===== config.mk =====
export PLATFORM = sky130hd
export DESIGN_NAME = keyframe_envelope_generator_unit_flat
export DESIGN_NICKNAME = d
export VERILOG_FILES = /design/src/rtl/core/kfe_pkg.sv /design/src/rtl/core/kfe_tick_if.sv /design/src/rtl/core/kfe_result_if.sv /design/src/rtl/core/keyframe_envelope_generator_unit.sv /design/src/rtl/core/kfe_cfg_regs.sv /design/src/rtl/core/kfe_divider.sv /design/src/flat_wrapper.sv
export SDC_FILE = /design/constraint.sdc
export NUM_CORES = 2
export LEC_CHECK = 0
export ABC_AREA = 1
export BUFFER_PORTS_ARGS = -buffer_cell sky130_fd_sc_hd__buf_2
export CORE_AREA = 5 5 269 271
export CTS_CLUSTER_DIAMETER = 100
export DETAILED_ROUTE_END_ITERATION = 8
export DIE_AREA = 0 0 274 276
export PLACE_DENSITY = 0.76
export SYNTH_ARGS = -nofsm -noshare
export SYNTH_HDL_FRONTEND = slang
export SYNTH_HIERARCHICAL = 1
export SYNTH_SLANG_ARGS = --single-unit

===== constraint.sdc =====
create_clock -name clk -period 7.3 [get_ports clk]
set_input_delay 0.73 -clock clk [delete_from_list [all_inputs] [get_ports clk]]
set_output_delay 0.73 -clock clk [all_outputs]
set_load 0.1 [all_outputs]

===== src/rtl/core/kfe_pkg.sv =====
// ----------------------------------------------------------------------------
// kfe_pkg
// Shared constants, register indexes and control structs of the keyframe
// envelope generator.
// ----------------------------------------------------------------------------
package kfe_pkg;

  localparam int MaxKeysDefault = 8;
  localparam int CfgIdxW        = 3;
  localparam int CfgDataW       = 64;
  localparam int TimeW          = 16;
  localparam int ValW           = 16;
  localparam int CountW         = 4;
  localparam int DivSteps       = 16;

  localparam logic [CfgIdxW-1:0] RegKeyCount = 3'd0;
  localparam logic [CfgIdxW-1:0] RegDuration = 3'd1;
  localparam logic [CfgIdxW-1:0] RegLoopMode = 3'd2;
  localparam logic [CfgIdxW-1:0] RegKeys01   = 3'd3;
  localparam logic [CfgIdxW-1:0] RegKeys23   = 3'd4;
  localparam logic [CfgIdxW-1:0] RegKeys45   = 3'd5;
  localparam logic [CfgIdxW-1:0] RegKeys67   = 3'd6;

  typedef struct packed {
    logic [CountW-1:0] key_count;
    logic [TimeW-1:0]  duration;
    logic              loop_mode;
  } kfe_cfg_t;

  typedef struct packed {
    logic [TimeW-1:0] ktime;
    logic [ValW-1:0]  kval;
  } kfe_key_t;

  typedef struct packed {
    logic                   start;
    logic [2*ValW-1:0]      dividend;
    logic [TimeW-1:0]       divisor;
  } kfe_div_req_t;

  typedef struct packed {
    logic            done;
    logic [ValW-1:0] quotient;
  } kfe_div_rsp_t;

endpackage


===== src/rtl/core/kfe_tick_if.sv =====
// ----------------------------------------------------------------------------
// kfe_tick_if
// Tick request channel: elapsed time since the previous tick.
// ----------------------------------------------------------------------------
interface kfe_tick_if;
  logic        valid;
  logic        ready;
  logic [15:0] delta;

  modport source (output valid, output delta, input ready);
  modport sink (input valid, input delta, output ready);
endinterface


===== src/rtl/core/kfe_result_if.sv =====
// ----------------------------------------------------------------------------
// kfe_result_if
// Result request channel: curve level, play position and finished flag.
// ----------------------------------------------------------------------------
interface kfe_result_if;
  logic        valid;
  logic        ready;
  logic [15:0] level;
  logic [15:0] position;
  logic        finished;

  modport source (output valid, output level, output position, output finished, input ready);
  modport sink (input valid, input level, input position, input finished, output ready);
endinterface


===== src/rtl/core/keyframe_envelope_generator_unit.sv =====
// ----------------------------------------------------------------------------
// keyframe_envelope_generator_unit
// Tick-driven play position with a piecewise-linear keyframe curve.
// ----------------------------------------------------------------------------
// Each accepted tick advances the play position (wrap in loop mode, clamp and
// set the sticky finished flag in one-shot mode), then a sequencer scans the
// keyframes one per cycle through a single read port of the key store and,
// inside a segment, interpolates with one 16x16 multiply and a serial
// restoring divider. A tick goes from StLoad straight to StFinish when the
// curve ends early (no keys, one key, or at or before the first key), from
// StScan to StFinish when the scan runs off the last key, and through StMul
// and StDiv when it interpolates. A new tick is taken only when the sequencer
// is idle; a finished result waits in the output register while the next
// tick is being worked. Configuration must be written only while idle; the
// block itself has no check for this.
// ----------------------------------------------------------------------------
module keyframe_envelope_generator_unit import kfe_pkg::*; #(
  parameter int MAX_KEYS = MaxKeysDefault
) (
  input  logic                clk,
  input  logic                rst,
  kfe_tick_if.sink            tick,
  kfe_result_if.source        result,
  input  logic                wr_en,
  input  logic [CfgIdxW-1:0]  wr_index,
  input  logic [CfgDataW-1:0] wr_data
);

  localparam int IdxW = (MAX_KEYS > 1) ? $clog2(MAX_KEYS) : 1;
  localparam int CntW = $clog2(MAX_KEYS + 1);

  typedef enum logic [5:0] {
    StIdle   = 6'b000001,
    StLoad   = 6'b000010,
    StScan   = 6'b000100,
    StMul    = 6'b001000,
    StDiv    = 6'b010000,
    StFinish = 6'b100000
  } state_t;

  state_t           state;
  kfe_cfg_t         cfg;
  kfe_key_t         key;
  kfe_div_req_t     div_req;
  kfe_div_rsp_t     div_rsp;

  logic [TimeW-1:0] play_position;
  logic             done_flag;
  logic [TimeW-1:0] t0;
  logic [ValW-1:0]  a;
  logic [IdxW-1:0]  idx;
  logic [IdxW-1:0]  rd_idx;
  logic [ValW-1:0]  diff;
  logic [TimeW-1:0] dlt;
  logic [TimeW-1:0] wdt;
  logic             neg;
  logic [ValW-1:0]  level;

  logic             out_valid;
  logic [ValW-1:0]  out_level;
  logic [TimeW-1:0] out_position;
  logic             out_finished;

  logic [CntW-1:0]  n_keys;
  logic [IdxW-1:0]  last_idx;
  logic [TimeW:0]   sum;
  logic             accept;
  logic             emit;

  kfe_cfg_regs #(.MAX_KEYS(MAX_KEYS)) u_cfg (
    .clk      (clk),
    .rst      (rst),
    .wr_en    (wr_en),
    .wr_index (wr_index),
    .wr_data  (wr_data),
    .cfg      (cfg),
    .rd_idx   (rd_idx),
    .key      (key)
  );

  kfe_divider u_div (
    .clk (clk),
    .rst (rst),
    .req (div_req),
    .rsp (div_rsp)
  );

  assign n_keys   = (cfg.key_count > CountW'(MAX_KEYS)) ? CntW'(MAX_KEYS)
                                                        : CntW'(cfg.key_count);
  assign last_idx = IdxW'(n_keys - CntW'(1));
  assign sum      = {1'b0, play_position} + {1'b0, tick.delta};
  assign rd_idx   = (state == StScan) ? idx : '0;

  assign tick.ready = (state == StIdle);
  assign accept     = tick.valid && tick.ready;
  assign emit       = (state == StFinish) && (!out_valid || result.ready);

  assign div_req.start    = (state == StMul);
  assign div_req.dividend = (2*ValW)'(diff) * (2*ValW)'(dlt);
  assign div_req.divisor  = wdt;

  always_ff @(posedge clk) begin
    if (rst) begin
      state         <= StIdle;
      play_position <= '0;
      done_flag     <= 1'b0;
      idx           <= '0;
    end else begin
      unique case (state)
        StIdle: begin
          if (accept) begin
            if (sum >= {1'b0, cfg.duration}) begin
              if (cfg.loop_mode) begin
                play_position <= '0;
              end else begin
                play_position <= cfg.duration;
                done_flag     <= 1'b1;
              end
            end else begin
              play_position <= sum[TimeW-1:0];
            end
            state <= StLoad;
          end
        end
        StLoad: begin
          idx <= IdxW'(1);
          if (n_keys == '0 || n_keys == CntW'(1) || play_position <= key.ktime) begin
            state <= StFinish;
          end else begin
            state <= StScan;
          end
        end
        StScan: begin
          if (t0 <= play_position && play_position <= key.ktime) begin
            state <= (key.ktime == t0) ? StFinish : StMul;
          end else if (idx == last_idx) begin
            state <= StFinish;
          end else begin
            idx <= idx + IdxW'(1);
          end
        end
        StMul: begin
          state <= StDiv;
        end
        StDiv: begin
          if (div_rsp.done) begin
            state <= StFinish;
          end
        end
        StFinish: begin
          if (emit) begin
            state <= StIdle;
          end
        end
        default: state <= StIdle;
      endcase
    end
  end

  always_ff @(posedge clk) begin
    unique case (state)
      StLoad: begin
        t0 <= key.ktime;
        a  <= key.kval;
        level <= (n_keys == '0) ? '0 : key.kval;
      end
      StScan: begin
        if (t0 <= play_position && play_position <= key.ktime) begin
          level <= a;
          neg   <= key.kval < a;
          diff  <= (key.kval < a) ? a - key.kval : key.kval - a;
          dlt   <= play_position - t0;
          wdt   <= key.ktime - t0;
        end else begin
          level <= key.kval;
          t0    <= key.ktime;
          a     <= key.kval;
        end
      end
      StDiv: begin
        if (div_rsp.done) begin
          level <= neg ? a - div_rsp.quotient : a + div_rsp.quotient;
        end
      end
      default: ;
    endcase
  end

  always_ff @(posedge clk) begin
    if (rst) begin
      out_valid <= 1'b0;
    end else if (emit) begin
      out_valid <= 1'b1;
    end else if (result.ready) begin
      out_valid <= 1'b0;
    end
  end

  always_ff @(posedge clk) begin
    if (emit) begin
      out_level    <= level;
      out_position <= play_position;
      out_finished <= done_flag;
    end
  end

  assign result.valid    = out_valid;
  assign result.level    = out_level;
  assign result.position = out_position;
  assign result.finished = out_finished;

`ifndef ASSERT_OFF
  a_busy_after_accept: assert property (@(posedge clk) disable iff (rst)
    accept |=> !tick.ready)
    else $error("tick taken while a request is in progress");

  a_finished_sticky: assert property (@(posedge clk) disable iff (rst)
    done_flag |=> done_flag)
    else $error("finished flag dropped without reset");

  a_div_in_state: assert property (@(posedge clk) disable iff (rst)
    div_rsp.done |-> state == StDiv)
    else $error("divider result outside the divide step");

  a_quot_bound: assert property (@(posedge clk) disable iff (rst)
    div_rsp.done |-> div_rsp.quotient <= diff)
    else $error("interpolation step exceeds segment span");
`endif

endmodule


===== src/rtl/core/kfe_cfg_regs.sv =====
// ----------------------------------------------------------------------------
// kfe_cfg_regs
// Configuration registers and keyframe store with one indexed read port.
// ----------------------------------------------------------------------------
module kfe_cfg_regs import kfe_pkg::*; #(
  parameter int MAX_KEYS = MaxKeysDefault,
  localparam int IdxW = (MAX_KEYS > 1) ? $clog2(MAX_KEYS) : 1
) (
  input  logic                clk,
  input  logic                rst,
  input  logic                wr_en,
  input  logic [CfgIdxW-1:0]  wr_index,
  input  logic [CfgDataW-1:0] wr_data,
  output kfe_cfg_t            cfg,
  input  logic [IdxW-1:0]     rd_idx,
  output kfe_key_t            key
);

  kfe_cfg_t cfg_r;
  kfe_key_t keys [MAX_KEYS];

  always_ff @(posedge clk) begin
    if (rst) begin
      cfg_r <= '0;
    end else if (wr_en) begin
      unique case (wr_index)
        RegKeyCount: cfg_r.key_count <= wr_data[CountW-1:0];
        RegDuration: cfg_r.duration  <= wr_data[TimeW-1:0];
        RegLoopMode: cfg_r.loop_mode <= wr_data[0];
        default: ;
      endcase
    end
  end

  always_ff @(posedge clk) begin
    for (int k = 0; k < MAX_KEYS; k++) begin
      if (rst) begin
        keys[k] <= '0;
      end else if (wr_en && wr_index == CfgIdxW'(int'(RegKeys01) + k / 2)) begin
        keys[k].ktime <= wr_data[(k % 2) * 32 +: TimeW];
        keys[k].kval  <= wr_data[(k % 2) * 32 + 16 +: ValW];
      end
    end
  end

  assign cfg = cfg_r;
  assign key = keys[rd_idx];

endmodule


===== src/rtl/core/kfe_divider.sv =====
// ----------------------------------------------------------------------------
// kfe_divider
// Restoring divider, one quotient bit per cycle. The quotient must fit in
// 16 bits, so the upper dividend half is below the divisor at start.
// ----------------------------------------------------------------------------
module kfe_divider import kfe_pkg::*; (
  input  logic         clk,
  input  logic         rst,
  input  kfe_div_req_t req,
  output kfe_div_rsp_t rsp
);

  localparam int StepW = $clog2(DivSteps);

  logic             busy;
  logic             done;
  logic [StepW-1:0] cnt;
  logic [ValW-1:0]  rem;
  logic [ValW-1:0]  lo;
  logic [TimeW-1:0] dvs;

  logic [ValW:0]    trial;
  logic [ValW:0]    trial_sub;
  logic             ge;

  assign trial     = {rem, lo[ValW-1]};
  assign ge        = trial >= {1'b0, dvs};
  assign trial_sub = trial - {1'b0, dvs};

  always_ff @(posedge clk) begin
    if (rst) begin
      busy <= 1'b0;
      done <= 1'b0;
      cnt  <= '0;
    end else begin
      done <= busy && cnt == '0;
      if (req.start) begin
        busy <= 1'b1;
        cnt  <= StepW'(DivSteps - 1);
      end else if (busy) begin
        if (cnt == '0) begin
          busy <= 1'b0;
        end else begin
          cnt <= cnt - StepW'(1);
        end
      end
    end
  end

  always_ff @(posedge clk) begin
    if (req.start) begin
      rem <= req.dividend[2*ValW-1:ValW];
      lo  <= req.dividend[ValW-1:0];
      dvs <= req.divisor;
    end else if (busy) begin
      rem <= ge ? trial_sub[ValW-1:0] : trial[ValW-1:0];
      lo  <= {lo[ValW-2:0], ge};
    end
  end

  assign rsp.done     = done;
  assign rsp.quotient = lo;

endmodule

===== src/flat_wrapper.sv =====
// flat-port wrapper written by rule: the top's interface ports become plain ports
module keyframe_envelope_generator_unit_flat import kfe_pkg::*;
#(
  parameter int MAX_KEYS = MaxKeysDefault
)
  (clk, rst, wr_en, wr_index, wr_data, tick_valid, tick_delta, tick_ready, result_valid, result_level, result_position, result_finished, result_ready);
  kfe_tick_if tick_i ();
  kfe_result_if result_i ();
  input  logic clk;
  input  logic rst;
  input  logic wr_en;
  input  logic [CfgIdxW-1:0] wr_index;
  input  logic [CfgDataW-1:0] wr_data;
  input wire logic [$bits(tick_i.valid)-1:0] tick_valid;
  input wire logic [$bits(tick_i.delta)-1:0] tick_delta;
  output wire logic [$bits(tick_i.ready)-1:0] tick_ready;
  output wire logic [$bits(result_i.valid)-1:0] result_valid;
  output wire logic [$bits(result_i.level)-1:0] result_level;
  output wire logic [$bits(result_i.position)-1:0] result_position;
  output wire logic [$bits(result_i.finished)-1:0] result_finished;
  input wire logic [$bits(result_i.ready)-1:0] result_ready;
  assign tick_i.valid = tick_valid;
  assign tick_i.delta = tick_delta;
  assign tick_ready = tick_i.ready;
  assign result_valid = result_i.valid;
  assign result_level = result_i.level;
  assign result_position = result_i.position;
  assign result_finished = result_i.finished;
  assign result_i.ready = result_ready;
  keyframe_envelope_generator_unit #(.MAX_KEYS(MAX_KEYS)) u_core (.clk(clk), .rst(rst), .tick(tick_i), .result(result_i), .wr_en(wr_en), .wr_index(wr_index), .wr_data(wr_data));
endmodule

Word level (Yosys, flattened, before mapping)
Memory sizes are Yosys's and may differ from the RTL's.
Index checks and enable logic that the tools add are counted.

word-level totals
  bits in registers = 232
  RAM bits = 256
  input port bits = 88
  output and inout bits = 35
  memories = 1

memory list
  name               depth  bits a word  rd ports  clocked after memory_dff  wr ports  RTL line            RTL
  u_core.u_cfg.keys  8      32           1         0                         8         kfe_cfg_regs.sv:20  kfe_key_t keys [MAX_KEYS];

operators by class
  add/sub/neg operators = 11
  $mul = 1
  magnitude comparators = 6
  equal/unequal tests = 22
  multiplexer cells = 67
  bitwise operators = 17
  reductions and logical operators = 30

operator list
  kind                number
  $mux 16             29
  $sub 16x16->16      6
  $pmux 16 s2         2
  $pmux 16 s3         1
  $mux 6              7
  $pmux 6 s6          1
  $ge 17x16->1        2
  $le 16x16->1        2
  $mul 16x16->32      1
  $mux 1              19
  $add 16x16->17      1
  $add 16x16->16      1
  $eq 16x16->1        1
  $lt 16x16->1        1
  $mux 4              4
  $or 1x1->1          16
  $reduce_and 2->1    8
  $eq 3x3->1 const B  3
  $mux 3              3
  $logic_and 1x1->1   8
  $logic_not 4->1     2
  $ne 2x2->1 const B  4
  $reduce_and 4->1    2
  $eq 3x2->1 const B  2
  other kinds (23)    28

Depth between registers and ports, before layout
  depth after elaboration = 7
  depth in mapped cells = 30
  gate-level depth less buffers = 28

Hierarchy
The synthesis kept the hierarchy.

by module, submodules not included
  module                            times used  cells each  area an instance (um^2)  sequential area each (um^2)
  keyframe_envelope_generator_unit  1           2,689       20,978.9                 4,444.3
  kfe_cfg_regs                      1           1,567       13,296.5                 8,107.8
  kfe_divider                       1           445         3,498.4                  1,561.5

Worst setup path after synthesis
OpenSTA, ideal clock, no wires.

  path kind = input port to flip-flop
  start point = in wr_index[2]
  end point = mem u_core/u_cfg/keys[0][0] (netlist name) (enable)
  setup time = 581 ps
  arrival time = 5,536 ps
  required time = 6,719 ps
  path slack = 1,183 ps
  stages = 3
  path buffers = 0
  path through = inv_1 nand2_1 o31ai_1

RTL lines
  element          RTL line            RTL
  start, declared  flat_wrapper.sv:12  input logic [CfgIdxW-1:0] wr_index;
  end, declared    kfe_cfg_regs.sv:20

==> results.cfg <==
[status]
status = complete, no violations

[layout]
final_common_cell = nand2_1
n_antenna_cell = 0
multi_input_area_sq_mm = 0.0190
design_area_sq_mm = 0.0406
nFillCells = 6223
layout.nets = 5261
layout-drive-gt1-share_pct = 6.57
regArea_sq_mm = 0.0141
area_growth_pct = 7.50
most-common-layout-cells = nand2_1, inv_1, edfxtp_1, nor2_1, ha_1

[detailed_routing]
antenna_left = 0
drc = 0
vias_per_cell = 5.21
first_pass_iters = 8
drt_wl_total_mm = 95.3
dr.first_iter.drc_count = 2524
wire_per_inst_um = 16.7
vias = 29700

[min_path]
hp-start = u_core/wdt[0]
hold_path.class = flip-flop to flip-flop

[sta]
worst_slack_ns = 1.21
finClkSkew_ns = 0.0371
rsz0062_at_grt = false
finalSetupTns_ns = 0
worst_slew_pin_slew_ns = 1.15
slew_headroom_pct = 23.4
post-route-period-util_pct = 83.4
hold_violations = 0
drv_slew = 0
setup_violations = 0
min_period_ns = 6.09
max_freq_mhz = 164

[synthesis]
synth_xor_area_share_pct = 2.76
synthAdderAreaFrac_pct = 19.0
ys_ff_latch = 488
synth-simple-area-share_pct = 22.8
yosys_most_used_dff = edfxtp_1
synth-edff-count = 434
syn_area_sq_mm = 0.0378
ys_warn_count = 6
synth-async-reset-ratio_pct = 0
synth_seq_area_share_pct = 37.4
synth.avg_cell_area_sq_um = 8.04
synth_mux_area_share_pct = 0
syn-num-nets = 5241
syn-instance-count = 4701
synth.distinct_cells = 62
synth-compound-area-share_pct = 5.65
synth_top_family_by_area = simple AND/OR/NAND/NOR gates

[cts]
cts_buffers = 51
clk_pin_slew_worst_paths_ns = 0.07
htree_levels = 2
cts-resized-gates = 0
cts-root-buf = clkbuf_16
clock-sinks = 488
cts_tree = yes
holdBufCountCts = 0
clockBufferDepth = 3
clock_latency_ns = 0.63
post_cts_buffers = 0

[power]
leakagePower_nw = 20.8
ir_drop_mv = 0.205
powerDensity_mw_per_mm2 = 177

[placed_design]
portBuffers = 122
dp.final_hpwl_mm = 69.8
gp_congestion = 0.924
pre_cts_slack_ns = 1.29
placed_area_sq_mm = 0.0389

[global_route]
antenna_found_initial = 0
grt_max_degree = 83
grt_pass1_wl_mm = 153
grt_pass1_vias = 29500
grtUsageTotal_pct = 25.0
grt_overflow = 0

[floorplanning]
start_util_pct = 54.3
ios = 123
die_y_um = 276
die_w_um = 274
fp.dieArea_sq_mm = 0.0756
fp-row-count = 97
core_area_sq_mm = 0.0695

[critical_path]
crit_path_start = u_core/dlt[1]
rr_startpoint = u_core/dlt[1]
worstPathMaxFanout = 16
worstSetupEndpointType = flip-flop
cp.arrival_ns = 6.45
path_class = flip-flop to flip-flop
cp-start-kind = flip-flop
required_ns = 7.66

[job]
maxCapViolations = 0
layer usage:
layer	vias up	part of all wire, %	global-route usage [%]
li1	14600	-	-
met3	170	6.7	3.00
met2	1036	49	43.0
met5	-	0	0
met1	14000	41	33.4
met4	0	3.1	7.41
Yosys cell counts, types with 9 or more instances:
| master | instances | share of area [%] |
|---|---|---|
| edfxtp_1 | 434 | 35 |
| nand2_2 | 15 | 0.25 |
| inv_1 | 992 | 9.9 |
| nor2_1 | 426 | 4.2 |
| ha_1 | 251 | 8.3 |
| fa_1 | 201 | 11 |
| nand3_1 | 238 | 3.2 |
| buf_2 | 55 | 0.73 |
| inv_2 | 15 | 0.15 |
| xor2_1 | 83 | 1.9 |
| o31ai_1 | 9 | 0.18 |
| nand2_1 | 1280 | 13 |
| o21ai_0 | 95 | 1.3 |
| o21ai_1 | 23 | 0.30 |
| clkbuf_1 | 99 | 0.98 |
| a21oi_1 | 163 | 2.2 |
| nand4_1 | 40 | 0.66 |
| xnor2_1 | 36 | 0.83 |
| nand3b_1 | 23 | 0.46 |
| nor3_1 | 18 | 0.24 |
| dfxtp_1 | 54 | 2.9 |
| a21o_1 | 16 | 0.32 |
state kept, by name, indices dropped and copies added, names as in the netlist, 6 cells and up:
signal and flops:
u_core/u_cfg/keys 256, u_core/u_cfg/cfg 21, u_core/a 16, u_core/diff 16, u_core/dlt 16, u_core/level 16
u_core/play_position 16, u_core/result.level 16, u_core/result.position 16, u_core/t0 16, u_core/u_div/dvs 16, u_core/u_div/lo 16
u_core/u_div/rem 16, u_core/wdt 16, u_core/state 6
cell families after synthesis:
family,count (synthesis)
and+or+nand+nor,2084
adders and majority gates,452
xor gates and xnor gates,119
buffers and inverters,1194
DFF,488
AOI/OAI and AO/OA,364
final cells by class:
class                           count  area share (%)
Clock inverter                     26           0.733
Tap cell                          940            2.90
Multi-Input combinational cell   3019            46.9
Clock buffer                       68            3.40
Sequential cell                   488            34.8
Timing Repair Buffer              146            1.95
Inverter                         1015            9.40
metrics by stage:
step                      hold slack (ns)  power, mW  cells  utilization (%)
after CTS                           0.399       7.20   5702             58.4
after floorplan                     0.400       4.24   4701                -
after global placement              0.401       4.60   5608             56.0
after global routing                0.402       7.50   5702             58.4
final                               0.407       7.17   5702             58.4
after detailed placement            0.405       4.63   5608             56.0
power breakdown:
group	switching [mW]	internal, mW
Sequential	0.0967	3.21
Clock	1.13	1.45
Combinational	0.872	0.413
Total	2.10	5.08
final timing paths:
check | to | slack, ns | cells past startpoint
worst max-delay path | u_core/u_div/rem[9] | 1.21 | 19
worst max register to register | u_core/u_div/rem[9] | 1.21 | 19
worst min register to register | u_core/u_div/dvs[0] | 0.41 | 0
worst min-delay path | u_core/u_div/dvs[0] | 0.41 | 0
worst max-delay path, cell delays in order, from the launching register on:
cell and delay (ns):
edfxtp_1 0.76, nand2_1 0.20, fa_1 0.55, fa_1 0.56, inv_1 0.06, fa_1 0.49
fa_1 0.51, fa_1 0.52, inv_1 0.06, fa_1 0.49, inv_1 0.05, ha_1 0.35
nand2_1 0.12, nor4_1 0.45, nand4_1 0.14, nand3_1 0.15, a21oi_1 0.09, xnor2_1 0.14
nand2_1 0.07, nand2_1 0.07
Note: power is estimated with default switching activity, not from simulation.
